**src/rtl/gni_pkg.sv**
```systemverilog
`default_nettype none
package gni_pkg;

   localparam int ROW_W    = 30;
   localparam int DELTA_W  = 12;
   localparam int EXT_W    = 11;
   localparam int COORD_W  = 10;
   localparam int STATUS_W = 2;
   localparam int CSR_IDX_W = 2;
   localparam int DEF_MAX_EXTENT = 1024;
   localparam int QUEUE_DEPTH = 4;

   typedef enum logic [CSR_IDX_W-1:0] {
      CSR_EXTENT_X = 2'd0,
      CSR_EXTENT_Y = 2'd1,
      CSR_EXTENT_Z = 2'd2
   } csr_index_type;

   typedef enum logic [STATUS_W-1:0] {
      ST_OK           = 2'd0,
      ST_BAD_ROW      = 2'd1,
      ST_BAD_NEIGHBOR = 2'd2
   } status_type;

   typedef struct packed {
      logic [ROW_W-1:0]          row;
      logic signed [DELTA_W-1:0] delta_i;
      logic signed [DELTA_W-1:0] delta_j;
      logic signed [DELTA_W-1:0] delta_k;
   } req_type;

   typedef struct packed {
      logic [COORD_W-1:0] coord_i;
      logic [COORD_W-1:0] coord_j;
      logic [COORD_W-1:0] coord_k;
      logic [ROW_W-1:0]   neighbor_row;
      logic [STATUS_W-1:0] status;
   } rsp_type;

   // Beat as it sits in the queue: request plus front-end classification.
   typedef struct packed {
      req_type req;
      logic    empty_grid;
   } item_type;

   typedef struct packed {
      logic [EXT_W-1:0] nx;
      logic [EXT_W-1:0] ny;
      logic [EXT_W-1:0] nz;
   } extents_type;

endpackage
`default_nettype wire

```
**src/rtl/gni_front.sv**
```systemverilog
`default_nettype none
module gni_front (
   input  wire logic               clock,
   input  wire logic               reset,
   input  wire logic               req_valid,
   output logic                    req_ready,
   input  wire gni_pkg::req_type   req_data,
   input  wire gni_pkg::extents_type ext,
   output logic                    push,
   output gni_pkg::item_type       push_data,
   input  wire logic               queue_full
);
   import gni_pkg::*;

   logic     valid_ff, valid_in;
   item_type item_ff, item_in;

   assign push      = valid_ff && !queue_full;
   assign push_data = item_ff;
   assign req_ready = !valid_ff || !queue_full;

   always_comb begin
      valid_in = valid_ff;
      item_in  = item_ff;
      if (push) valid_in = 1'b0;
      if (req_valid && req_ready) begin
         valid_in           = 1'b1;
         item_in.req        = req_data;
         item_in.empty_grid = (ext.nx == '0) || (ext.ny == '0) || (ext.nz == '0);
      end
   end

   always_ff @(posedge clock) begin
      item_ff <= item_in;
      if (reset) valid_ff <= 1'b0;
      else       valid_ff <= valid_in;
   end
endmodule
`default_nettype wire

```
**config.mk**
```make
export PLATFORM = sky130hd
export DESIGN_NAME = gni_front
export DESIGN_NICKNAME = d
export VERILOG_FILES = /design/src/rtl/gni_pkg.sv /design/src/rtl/gni_front.sv
export SDC_FILE = /design/constraint.sdc
export NUM_CORES = 1
export LEC_CHECK = 0
export BUFFER_PORTS_ARGS = -buffer_cell sky130_fd_sc_hd__buf_2
export CAP_MARGIN = 10
export CORE_MARGIN = 5
export CORE_UTILIZATION = 34
export DETAILED_ROUTE_END_ITERATION = 6
export HOLD_SLACK_MARGIN = 0.02
export PLACE_DENSITY = 0.74
export SLEW_MARGIN = 20
export SYNTH_ARGS = -nofsm -noshare
export SYNTH_HDL_FRONTEND = slang
export SYNTH_SLANG_ARGS = --single-unit
export TNS_END_PERCENT = 1
```
**constraint.sdc**
```tcl
create_clock -name clock -period 3 [get_ports clock]
set_clock_uncertainty 0.1 [all_clocks]
set_input_delay 0.75 -clock clock [delete_from_list [all_inputs] [get_ports clock]]
set_output_delay 0.75 -clock clock [all_outputs]
set_load 0.1 [all_outputs]
```
# == After elaboration in Yosys (flattened, before gate mapping) ==
# Cells that the tools add are included.
# totals
regBits,68
word_cells,19
# classes
muxes,2
n_reduce_logical,11
# ops
op,n
$logic_not 11->1,3
$logic_or 1x1->1,3
$logic_and 1x1->1,2
$logic_not 1->1,2
$mux 1,2
$reduce_bool 2->1,1

# == Logic depth before layout (Yosys ltp) ==
# logic_depth
depth_word,4
depth_mapped,3
ltp_nobuf,3

# == Worst setup path after synthesis ==
# Ideal clock, no wire load.
# synth_timing
path_kind,input to register
start,in queue_full
end,reg item_ff (netlist bit push_data[0]) (enable)
arrival_ps,3107
required_ps,2468
setup_slack_ps,-639
cell_stages,2
cell_sequence,nand2_1 and2_1
# synth_between
elab_chain_cells,3
# synth_lines
element,line_no,text
from (decl),gni_front.sv:11,input wire logic queue_full
$logic_not 1->1,gni_front.sv:20,assign req_ready = !valid_ff || !queue_full;
$logic_or 1x1->1,gni_front.sv:20,
$logic_and 1x1->1,gni_front.sv:26,if (req_valid && req_ready) begin
to (signal assigned),gni_front.sv:34,item_ff <= item_in;
to (decl),gni_front.sv:16,"item_type item_ff, item_in;"
# Every way passes these cells.
# A chain may end at the register's enable or synchronous reset.

# == Worst setup path after layout ==
# layout_timing
start,in queue_full
end,out push
# layout_between
elab_chain_cells,2
# layout_lines
element,line_no,text
$logic_not 1->1,gni_front.sv:18,assign push = valid_ff && !queue_full;
$logic_and 1x1->1,gni_front.sv:18,
to (decl),gni_front.sv:9,"output logic push,"
# Every way passes these cells.

==> flow_summary_export.csv <==
group,metric,value,unit
detailed_routing,drtIter0Drc,61,
power_and_ir_drop,p_leak,1.46,nW
sta,maxSlewHeadroom,66.1,%
clocking,clock_latency,0.33,ns
synth,synthTopCellsByArea,"edfxtp_1 94%, nor4_1 1.8%, dfxtp_1 0.94%",
die,die_height,89.1,um
clocking,path_clk_slew,0.08,ns
synth,synth_seq_cells,68,
final_layout,layout_commonest_cell,"buf_2",
detailed_routing,postRouteAntennaNets,0,
sta,fin_setup_tns,0,ns
synth,syn_inst,86,
run_status,status,"completed",
final_layout,final_cell_mix,"171 x buf_2, 67 x edfxtp_1, 11 x clkbuf_8",
sta,max_freq,448,MHz
global_route,grt_pass1_wl,8.40,mm
detailed_routing,drc,0,
worst_setup_path,slowest_delay,0.43,ns
worst_hold_path,holdPathEnd,"valid_ff$_SDFFE_PP0P_",
worst_setup_path,cp_common_cell,"buf_2",
sta,hold_viol_final,0,
job,drv_cap,0,
sta,rsz0062_at_grt,"no",
die,dieArea,7950,sq um
worst_setup_path,critPathLaunchType,"input port",
synth,yosysTopAreaCell,"edfxtp_1",
power_and_ir_drop,power_density,729,nW/um^2
die,dieWidth,89.1,um
worst_setup_path,cpMaxStageDelayCell,"buf_2",
clocking,clock-sinks,68,
clocking,cts_hold_buf,0,
worst_setup_path,worstSetupEndpointType,"primary output",
final_layout,syn_to_final_growth,55.5,%
die,rows,28,
synth,synthDistinctLibCells,10,
power_and_ir_drop,ir_drop,413,uV
clocking,cts_made_buffers,9,
clocking,post-cts-setup-buffers,0,
global_route,grt_max_degree,68,
place,hpwl,4.90,mm
sta,fin_crit_sh,74.4,%
detailed_routing,num_vias,1556,
die,core_area,5990,sq um
worst_hold_path,hold_class,"reg2reg",
worst_setup_path,critPathMaxFanout,3,
place,gp_congestion,0.821,
final_layout,drive_above_1_share,69.0,%
worst_setup_path,crit_buf_inv,2,
die,boundaryPins,172,
place,place.port_buffers,171,
detailed_routing,vias_per_cell,4.46,
worst_hold_path,min_from,"valid_ff$_SDFFE_PP0P_",
sta,drv_slew,0,
worst_setup_path,required,2.15,ns
detailed_routing,firstDrtPassIters,4,
worst_setup_path,arrival,1.38,ns
worst_setup_path,path_delay_family,"buffers and inverters",
detailed_routing,avgRoutedWirePerCell,17.1,um
synth,ys_seq_area_share,95.4,%
worst_setup_path,r2r_end,"push_data[64]$_DFFE_PP_",
clocking,clockRootBuffer,"clkbuf_8",
clocking,h-tree-depth,3,
worst_setup_path,timing.rr.start,"valid_ff$_SDFFE_PP0P_",
global_route,grt-ovfl-total,0,
synth,synth_fp_nets,189,
clocking,cts_resized,0,
global_route,grt_usage,15.1,%
sta,worst_pin_slew,0.512,ns
sta,setup_violations,0,
global_route,grt_pass1_vias,1685,
sta,timing.hold.ws,0.439,ns
clocking,cts.path.max_buffers,2,
global_route,grt_antenna_before_repair,0,
sta,period_needed,2.23,ns
clocking,cts_tree,"built",
synth,syn_area,2130,sq um
worst_setup_path,r2r_slack,1.64,ns
synth,yosys_warnings,0,
synth,syn_avg_cell_area,24.8,sq um
final_layout,nNetsFinal,372,
detailed_routing,wl,5.97,mm
synth,synth_top_area_share,94.5,%
worst_setup_path,critPathKind,"in2out",
final_layout,antennaDiodeCount,0,
worst_setup_path,r2r_cells,3,
die,start_util,35.5,%
worst_setup_path,cp_cell_sequence,"buf_2, nor2b_1, buf_2",
worst_hold_path,holdPathStages,2,
[kinds of logic (layout without fill, tap and decap cells)]
| group | Yosys count | in the layout | share of synthesized area (%) |
|---|---|---|---|
| compound gates | 1 | 1 | 0.235 |
| flops | 68 | 68 | 95.4 |
| simple gates | 17 | 17 | 4.35 |
| buf+inv | 0 | 188 | 0 |
[worst register-to-register path, delay by kind of cell, from the launching register on]
kind,cells,cell delay [ns]
buffers and inverters,1,0.31
DFF,1,0.33
and+or+nand+nor,2,0.24
[report_power, final]
part / internal (W) / switching (W)
Combinational: 0.0000861 / 0.000452
Clock: 0.000429 / 0.000327
Sequential: 0.00111 / 0.0000127
Total: 0.00162 / 0.000792
[cell type report]
cell class	count	area [sq um]
Sequential cell	68	2030
Clock buffer	11	151
Fill cell	493	2680
Clock inverter	5	60.1
Tap cell	75	93.8
Timing Repair Buffer	172	876
Multi-Input combinational cell	18	98.8
[routing by layer]
layer  track usage (%)  vias to the layer above  wire length (um)  part of all wire (%)
li1                  -                      715                 -                     -
met1              14.2                      713              1780                    30
met2              26.3                      116              3200                    54
met3              7.37                       12               838                    14
met4              9.20                        0               161                   2.7
met5                 0                        -                 0                     0
[worst max-delay path by stage]
stage | from | to | slack (ns) | cells after the start
3_3_place_gp | queue_full | push | 0.76 | 3
2_1_floorplan | queue_full | push_data[0]$_DFFE_PP_ | 0.05 | 2
6_report | queue_full | push | 0.77 | 3
3_5_place_dp | queue_full | push | 0.76 | 3
4_1_cts | queue_full | push | 0.76 | 3
5_1_grt | queue_full | push | 0.74 | 3
[synth_stat cells]
cell type  count
edfxtp_1      67
nor4_1         6
nand3_1        4
nor3_1         3
a21oi_1        1
and2_1         1
dfxtp_1        1
nand2_1        1
nor2_1         1
nor2b_1        1
[state kept, by name, indices dropped and copies added, names as in the netlist]
| register | cells |
|---|---|
| push_data | 67 |
| valid_ff | 1 |
[through the flow]
stage                     instances  worst slack [ns]  cell area (sq um)  util (%)  total power (W)
after floorplan                  86            0.0536               2130         -          0.00156
after global placement          333             0.762               3100      51.8          0.00168
after detailed placement        333             0.762               3100      51.8          0.00169
after CTS                       349             0.761               3310      55.3          0.00245
after global routing            349             0.738               3310      55.3          0.00252
final                           349             0.767               3310      55.3          0.00242
Note: power is estimated with default switching activity, not from simulation.
