`src/rtl/gni_pkg.sv`:
```
`default_nettype none
package gni_pkg;

   localparam int ROW_W    = 30;
   localparam int DELTA_W  = 12;
   localparam int EXT_W    = 11;
   localparam int COORD_W  = 10;
   localparam int STATUS_W = 2;
   localparam int CSR_IDX_W = 2;
   localparam int DEF_MAX_EXTENT = 1024;
   localparam int QUEUE_DEPTH = 4;

   typedef enum logic [CSR_IDX_W-1:0] {
      CSR_EXTENT_X = 2'd0,
      CSR_EXTENT_Y = 2'd1,
      CSR_EXTENT_Z = 2'd2
   } csr_index_type;

   typedef enum logic [STATUS_W-1:0] {
      ST_OK           = 2'd0,
      ST_BAD_ROW      = 2'd1,
      ST_BAD_NEIGHBOR = 2'd2
   } status_type;

   typedef struct packed {
      logic [ROW_W-1:0]          row;
      logic signed [DELTA_W-1:0] delta_i;
      logic signed [DELTA_W-1:0] delta_j;
      logic signed [DELTA_W-1:0] delta_k;
   } req_type;

   typedef struct packed {
      logic [COORD_W-1:0] coord_i;
      logic [COORD_W-1:0] coord_j;
      logic [COORD_W-1:0] coord_k;
      logic [ROW_W-1:0]   neighbor_row;
      logic [STATUS_W-1:0] status;
   } rsp_type;

   // Beat as it sits in the queue: request plus front-end classification.
   typedef struct packed {
      req_type req;
      logic    empty_grid;
   } item_type;

   typedef struct packed {
      logic [EXT_W-1:0] nx;
      logic [EXT_W-1:0] ny;
      logic [EXT_W-1:0] nz;
   } extents_type;

endpackage
`default_nettype wire

```
`src/rtl/gni_queue.sv`:
```
`default_nettype none
module gni_queue (
   input  wire logic              clock,
   input  wire logic              reset,
   input  wire logic              push,
   input  wire gni_pkg::item_type push_data,
   output logic                   full,
   input  wire logic              pop,
   output logic                   not_empty,
   output gni_pkg::item_type      pop_data
);
   import gni_pkg::*;
   localparam int PTR_W = $clog2(QUEUE_DEPTH);

   item_type           mem [QUEUE_DEPTH];
   logic [PTR_W-1:0]   wr_ff, wr_in, rd_ff, rd_in;
   logic [PTR_W:0]     cnt_ff, cnt_in;

   assign full      = cnt_ff == (PTR_W+1)'(QUEUE_DEPTH);
   assign not_empty = cnt_ff != '0;
   assign pop_data  = mem[rd_ff];

   always_comb begin
      wr_in  = push ? wr_ff + 1'b1 : wr_ff;
      rd_in  = pop  ? rd_ff + 1'b1 : rd_ff;
      cnt_in = cnt_ff + (PTR_W+1)'(push) - (PTR_W+1)'(pop);
   end

   always_ff @(posedge clock) begin
      if (push) mem[wr_ff] <= push_data;
      if (reset) begin
         wr_ff <= '0; rd_ff <= '0; cnt_ff <= '0;
      end else begin
         wr_ff <= wr_in; rd_ff <= rd_in; cnt_ff <= cnt_in;
      end
   end

   a_no_overflow: assert property (@(posedge clock) disable iff (reset)
      cnt_ff <= (PTR_W+1)'(QUEUE_DEPTH)) else $error("queue count overflow");
   a_no_bad_pop: assert property (@(posedge clock) disable iff (reset)
      pop |-> not_empty) else $error("pop from empty queue");
   a_no_bad_push: assert property (@(posedge clock) disable iff (reset)
      push |-> !full) else $error("push to full queue");
endmodule
`default_nettype wire

```
`config.mk`:
```
export PLATFORM = sky130hd
export DESIGN_NAME = gni_queue
export DESIGN_NICKNAME = d
export VERILOG_FILES = /design/src/rtl/gni_pkg.sv /design/src/rtl/gni_queue.sv
export SDC_FILE = /design/constraint.sdc
export NUM_CORES = 1
export LEC_CHECK = 0
export ABC_AREA = 1
export BUFFER_PORTS_ARGS = -buffer_cell sky130_fd_sc_hd__buf_4
export CAP_MARGIN = 40
export CORE_MARGIN = 2
export CORE_UTILIZATION = 55
export CTS_CLUSTER_DIAMETER = 60
export CTS_CLUSTER_SIZE = 10
export DETAILED_ROUTE_END_ITERATION = 16
export MAX_ROUTING_LAYER = met4
export PLACE_DENSITY_LB_ADDON = 0.15
export SLEW_MARGIN = 20
export SYNTH_ARGS = -nofsm -noshare
export SYNTH_HDL_FRONTEND = slang
export SYNTH_SLANG_ARGS = --single-unit
export TNS_END_PERCENT = 100
```
`constraint.sdc`:
```
create_clock -name clock -period 2.6 [get_ports clock]
set_input_delay 0.13 -clock clock [delete_from_list [all_inputs] [get_ports clock]]
set_output_delay 0.13 -clock clock [all_outputs]
set_load 0.02 [all_outputs]
```
# Word-level counts from Yosys, hierarchy flattened

Memories as Yosys holds them, arrays and structs flattened. A register that Yosys moved wholly into a read port is not among the register bits.
Index checks and enable logic that the tools add are counted.

Memory bits (writable): 268
Memories: 1
Bits in registers: 7
Output and inout bits: 69

Add/sub/neg operators: 4
Equality and inequality tests: 1
Mux-type cells: 4
Reduce and logical (&&, ||, !) cells: 1

Memory list:

| memory | depth | width | read ports | clocked after memory_dff | wr ports | RTL line        | source |
|---|---|---|---|---|---|---|---|
| mem    | 4     | 67    | 1          | 1                        | 1        | gni_queue.sv:15 | `item_type mem [QUEUE_DEPTH];` |

Operators with widths:

| cell                                        | number |
|---|---|
| adder 2 x 1 -> 2 bit, second input constant | 2 |
| two-way mux 2 bit                           | 2 |
| adder 3 x 1 -> 3 bit                        | 1 |
| == test 3 bit, second input constant        | 1 |
| nonzero test 3 bit                          | 1 |
| subtractor 3 x 1 -> 3 bit                   | 1 |
| two-way mux 1 bit                           | 2 |

# Depth between registers and ports, before layout

Gate-level depths: netlist of run 1.

Depth after elaboration: 3
Depth in mapped cells: 9

# Worst setup path after synthesis of run 1

Ideal clock, no wire load.

Path type: reg-to-reg
Start: reg wr_ff[0]
End: mem mem[2][0] (netlist name), enable pin
Buffers on the path: 0
Required time: 2.179 ns
Clock period less this slack: 2.311 ns
Setup slack: 0.289 ns
Data arrival time: 1.890 ns
Stages on the path, launching flop included: 5
Cells stage by stage: dfxtp_1 > inv_1 > ha_1 > nand2_1 > inv_1

RTL lines:

| item                   | RTL line        | source |
|---|---|---|
| from (decl)            | gni_queue.sv:16 | `logic [PTR_W-1:0] wr_ff, wr_in, rd_ff, rd_in;` |
| from (signal assigned) | gni_queue.sv:34 | `wr_ff <= wr_in; rd_ff <= rd_in; cnt_ff <= cnt_in;` |
| to (decl)              | gni_queue.sv:15 |  |

Straight into the memory's write port.

==> metrics.md, run 1 <==
| Metric | Value |
|---|---|
| Worst path slowest cell | `dfxtp_4` |
| CTS Sinks | `277` |
| Sw Ratio | `23.24%` |
| Post-Syn Nets | `917` |
| HP Class | `in -> reg` |
| Layout area overhead | `24.96%` |
| Clock share of power | `36.4%` |
| Vias in the first global route | `6,676` |
| Final period utilization | `87.91%` |
| Startpoint Class | `register` |
| Mapped Area | `11,080 um2` |
| Final wirelength | `20,660 um` |
| Gpl congestion | `0.7309` |
| Iter 0 DRT Violations | `430` |
| CP Class | `reg -> out` |
| Net Switching | `2.352 mW` |
| CTS tree | `yes` |
| H-tree levels | `1` |
| DRT Pass-1 Iters | `5` |
| Max stage delay on crit path | `0.71 ns` |
| Die Width | `145.9 um` |
| Ports | `140` |
| Max Freq | `0.4375 GHz` |
| Reg2reg start | `wr_ff[0]` |
| Vias | `6,648` |
| Postcts setup bufs | `0` |
| Starting Density | `56.56%` |
| Unrepaired setup endpoints after global routing | `no` |
| Final nets | `1,128` |
| Combinational fraction of design power | `12.3%` |
| Core Util, Final | `70.67%` |
| Wire per inst | `15.57 um` |
| Grt ovf | `0` |
| Skew final | `0.009009 ns` |
| Path depth of the worst reg2reg path | `5` |
| Status | `finished, final reports clean` |
| HPWL after DPL | `11,550 um` |
| Die Ht | `145.9 um` |
| Antenna violations before repair | `1` |
| Pint | `7.768 mW` |
| CP arrival | `2.16 ns` |
| Hold depth | `3` |
| Setup violations, final | `0` |
| Buffers on Ports | `139` |
| Largest net degree at the start of global routing | `68` |
| Synth cell types | `20` |
| Slew @ Worst Pin | `0.5923 ns` |
| Die footprint | `21,300 um2` |
| Global Route Usage Sum | `19.99%` |
| Peak supply drop | `0.0005704 V` |
| Resized Gates After CTS | `0` |
| Finished Layout Cells | `1,327` |
| Sequential share of the synthesized area | `74.26%` |
| Rows | `51` |
| Largest fanout on the critical path | `56` |
| Syn Inst Count | `839` |
| Num CTS Buffers | `31` |
| Clock Tree Buf Depth | `3` |
| Register bit total from synthesis | `277` |
| Reg2reg setup slack | `0.88 ns` |
| First-pass GRT wire length | `33,160 um` |
| Fin Hold WS | `0.3158 ns` |
| Top-area cell type share of the netlist area | `72.64%` |
| Hold Path Origin | `reset` |
| Hold_buf cts | `70` |
| Syn avg cell area | `13.21 um2` |
| Crit path cell chain | `buf_4 > nand2_1 > o211ai_1 > nand2_1 > buf_4` |
| CP Capture Type | `output port` |
| Max_slew headroom | `60.51%` |
| Worst r2r dst | `mem[0][51]` |
| Final worst path period need | `2.286 ns` |
| Max cap viols | `0` |
| Layout cells sized above 1 | `19.04%` |
| CORE AREA | `19,590 um2` |
| Latest clock arrival within the worst-skew pair | `0.54 ns` |
| Clk slew on worst S/H paths | `0.05 ns` |
| Final Hold Viols | `0` |
| Yosys warns | `0` |
| Pleak | `5.435 nW` |
| Synth area leader | `edfxtp_1` |
| Hold path endpoint | `cnt_ff[0]` |
| Clock root cell | `clkbuf_16` |
| Pwr dens | `731.0 nW/um2` |
| Synth area leaders | `edfxtp_1 (73%), inv_1 (5.1%), nand2_1 (4.8%)` |
| Pins over their slew limit | `0` |
| DR DRC count | `0` |
| Sum Neg Setup Slack | `0 ns` |
| Seq pwr share | `51.3%` |
| Vias per cell | `5.010` |
| Critical Path RT | `2.47 ns` |
| Antenna viol nets, final | `0` |
| Placed insts | `1,212` |
cells in the final DEF (no fill, tap or decap), types with 7 or more instances in the layout:
cell / n
buf_4: 145
o21ai_1: 31
o21ai_0: 40
buf_12: 8
a21oi_1: 73
o211ai_2: 10
dlygate4sd3_1: 70
o211ai_1: 57
clkbuf_16: 31
nand2_1: 142
clkbuf_1: 11
inv_1: 147
edfxtp_1: 268
dfxtp_1: 7
Yosys cell counts (all sizes together):
| master | count |
|---|---|
| a21oi | 73 |
| buf | 36 |
| clkbuf | 9 |
| dfxtp | 9 |
| edfxtp | 268 |
| fa | 1 |
| ha | 6 |
| inv | 151 |
| nand2 | 142 |
| nand3 | 2 |
| nor2 | 3 |
| nor3 | 1 |
| o211ai | 67 |
| o21ai | 71 |
metrics by stage:
step | worst slack (ns) | total power [mW] | cell area (um2)
after floorplan | 0.2891 | 5.958 | 11080
after global placement | 0.8972 | 6.425 | 12310
after detailed placement | 0.8467 | 6.448 | 12310
after CTS | 0.2604 | 10.21 | 13840
after global routing | 0.1485 | 10.51 | 13840
final | 0.3144 | 10.12 | 13840
power groups by stage:
stage          sequential [mW]  clock [mW]  combinational (mW)
4_1_cts                   5.19        3.76                1.26
2_1_floorplan             5.24           0               0.714
3_5_place_dp              5.28           0                1.17
5_1_grt                   5.21        3.94                1.36
6_report                  5.19        3.69                1.24
3_3_place_gp              5.28           0                1.15
registers in the layout (all words and copies together) (netlist names), named ones only:
signal and flops:
mem 268, cnt_ff 3, rd_ff 2, wr_ff 2
cells by family after synthesis:
logic type	count (synthesis)	share of synthesized area, %
flip-flops	277	74.26
AO/OA/AOI/OAI	211	11.50
buffers and inverters	196	8.334
AND/OR/NAND/NOR	148	5.048
adder cells (fa/ha/maj)	7	0.8583
cell type report:
| class | instances | area, um2 |
|---|---|---|
| diodes | 1 | 2.502 |
| clock buffers | 42 | 817.0 |
| clock inverters | 2 | 13.76 |
| fillers | 1365 | 5746 |
| inverters | 151 | 566.8 |
| multi-input cells | 366 | 1928 |
| flip-flops and latches | 277 | 8235 |
| well taps | 265 | 331.6 |
| repair buffers | 223 | 1949 |
metal layers:
| metal | GRT usage [%] | vias to the layer above | routed length, um |
|---|---|---|---|
| li1 | - | 3320 | - |
| met1 | 25.04 | 3144 | 8715 |
| met2 | 33.92 | 150 | 10510 |
| met3 | 3.448 | 34 | 1031 |
| met4 | 5.490 | 0 | 408 |
| met5 | - | - | 0 |
how the worst max path moves through the flow:
stage | endpoint | slack (ns) | depth (start not counted)
final | pop_data[61] | 0.31 | 5
after global routing | pop_data[61] | 0.15 | 5
after CTS | pop_data[59] | 0.26 | 5
after detailed placement | mem[0][40] | 0.85 | 5
after global placement | pop_data[58] | 0.90 | 5
after floorplan | mem[2][0] | 0.29 | 4
worst max-delay path: cells and delay by family (launching register included):
family	cells	cell delay, ns
AOI/OAI and AO/OA	1	0.11
buffers and inverters	2	0.57
DFF	1	0.71
and+or+nand+nor	2	0.22
(Power assumes the default switching activity.)
==> inputs of run 2 (changes only) <==
--- a/config.mk
+++ b/config.mk
@@ -6,7 +6,7 @@
 export NUM_CORES = 1
 export LEC_CHECK = 0
 export ABC_AREA = 1
-export BUFFER_PORTS_ARGS = -buffer_cell sky130_fd_sc_hd__buf_4
+export BUFFER_PORTS_ARGS = -buffer_cell sky130_fd_sc_hd__buf_2
 export CAP_MARGIN = 40
 export CORE_MARGIN = 2
 export CORE_UTILIZATION = 55
==> run 2 against run 1 <==
Effect of this change: routed wire length down 1.8%; register-to-register slack better by 0.14 ns; clock power down 1%; clock-buffer cell count up 1; largest power group unchanged; combinational power down 9.7%; via count up 0.21%; fmax up 3.5%; worst hold slack better by 0.0031 ns.
==> metrics.md, run 2 (synthesized netlist as in run 1, its figures left out) <==
| Metric | Value |
|---|---|
| DRT Pass-1 Iters | `4` |
| Largest register by flop count | `mem` |
| Antenna viol nets, final | `0` |
| Wire per inst | `15.27 um` |
| Final nets | `1,130` |
| CP bufs+invs | `2` |
| Pwr dens | `736.7 nW/um2` |
| CP Capture Type | `output port` |
| Max cap viols | `0` |
| Setup violations, final | `0` |
| Clk slew on worst S/H paths | `0.05 ns` |
| Vias in the first global route | `6,579` |
| Postcts setup bufs | `0` |
| DR DRC count | `0` |
| HP Class | `in -> reg` |
| CP Class | `reg -> out` |
| Core Util, Final | `68.95%` |
| CTS tree | `yes` |
| Hold Path Origin | `reset` |
| Final period utilization | `84.90%` |
| Startpoint Class | `register` |
| Sum Neg Setup Slack | `0 ns` |
| Max reg flops | `268` |
| H-tree levels | `1` |
| Skew final | `0.007081 ns` |
| Num CTS Buffers | `31` |
| Worst path slowest cell | `dfxtp_4` |
| Global Route Usage Sum | `19.28%` |
| Slew @ Worst Pin | `0.5984 ns` |
| Reg2reg start | `cnt_ff[0]` |
| Latest clock arrival within the worst-skew pair | `0.53 ns` |
| Post-route setup slack | `0.3926 ns` |
| Largest regs | `mem (268), cnt_ff (3)` |
| First-pass GRT wire length | `32,090 um` |
| Largest net degree at the start of global routing | `117` |
| Critical Path Most Common Cell | `nand2_1` |
| Ports | `140` |
| Most frequent cells in the layout | `edfxtp_1 (268), inv_1 (147), nand2_1 (142)` |
| Die Ht | `145.9 um` |
| Max stage delay on crit path | `0.58 ns` |
| Status | `finished, final reports clean` |
| Clock Tree Buf Depth | `3` |
| Resized Gates After CTS | `0` |
| Buffers on Ports | `139` |
| Commonest non-fill, non-tap cell in the layout | `edfxtp_1` |
| Max_slew headroom | `60.11%` |
| Critical Path RT | `2.47 ns` |
| Final worst path period need | `2.207 ns` |
| Gpl congestion | `0.7250` |
| Largest fanout on the critical path | `116` |
| HPWL after DPL | `11,520 um` |
| Final wirelength | `20,290 um` |
| Layout area overhead | `21.91%` |
| Max Freq | `0.4530 GHz` |
| Layout cells sized above 1 | `19.10%` |
| Antenna violations before repair | `1` |
| Vias per cell | `5.013` |
| Peak supply drop | `0.0006133 V` |
| Dpl ws | `0.9331 ns` |
| Pins over their slew limit | `0` |
| CP arrival | `2.08 ns` |
| Hold_buf cts | `70` |
| Iter 0 DRT Violations | `409` |
| Unrepaired setup endpoints after global routing | `no` |
| Pleak | `5.319 nW` |
| CORE AREA | `19,590 um2` |
| Rows | `51` |
| CTS Sinks | `277` |
| Delay-heaviest family, CP | `flip-flops` |
| Die footprint | `21,300 um2` |
| Starting Density | `56.56%` |
| Final Hold Viols | `0` |
| Die Width | `145.9 um` |
| Clock root cell | `clkbuf_16` |
| Grt ovf | `0` |
| Crit path cell chain | `buf_12 > nand2_1 > o211ai_1 > nand2_1 > buf_2` |
| Vias | `6,662` |
run 2: cell types whose count changed in the layout (fill, tap and decap cells not counted):
cell,delta
buf_2,+139
buf_4,-137
clkbuf_1,+1
inv_6,-1
run 2: layer usage:
| metal | vias to the layer above | routed length (um) | global-route usage (%) |
|---|---|---|---|
| li1 | 3329 | - | - |
| met1 | 3146 | 8741 | 23.94 |
| met3 | 43 | 1034 | 3.730 |
| met5 | - | 0 | - |
| met2 | 144 | 10090 | 32.71 |
| met4 | 0 | 430 | 5.196 |
run 2: layout make-up:
class	instances	area, um2
diodes	1	2.502
clock buffers	43	820.8
clock inverters	1	5.005
fillers	1418	6083
inverters	151	566.8
multi-input cells	366	1928
flip-flops and latches	277	8235
well taps	265	331.6
repair buffers	225	1617
run 2: path summary, 6_finish.rpt:
| path | end | slack, ns | depth (start not counted) |
|---|---|---|---|
| setup reg to reg | cnt_ff[2] | 1.02 | 9 |
| hold reg to reg | register | 0.45 | 2 |
| hold / removal | cnt_ff[1] | 0.32 | 3 |
| setup / recovery | pop_data[65] | 0.39 | 5 |
run 2: through the flow:
| step | total power [mW] | cell area, um2 | hold slack, ns | instances |
|---|---|---|---|---|
| global route | 10.31 | 13510 | 0.3185 | 1329 |
| global placement | 6.294 | 11980 | 0.3225 | 1214 |
| finish | 9.950 | 13510 | 0.3189 | 1329 |
| floorplan | 5.958 | 11080 | 0.2012 | 839 |
| CTS | 10.03 | 13500 | 0.3013 | 1328 |
| detailed placement | 6.316 | 11980 | 0.3259 | 1214 |
run 2: worst reg2reg max path, cell delays in order (launching register included):
cell	delay, ns
dfxtp_1	0.32
inv_1	0.06
ha_1	0.27
inv_1	0.04
ha_1	0.18
fa_1	0.36
inv_1	0.08
nand3_1	0.07
nand2_1	0.06
nor2_1	0.03
run 2: power by group:
part           switching, mW  internal [mW]  leakage [nW]
clock network           1.51           2.14         0.400
registers             0.0735           5.11          2.54
logic                  0.725          0.395          2.38
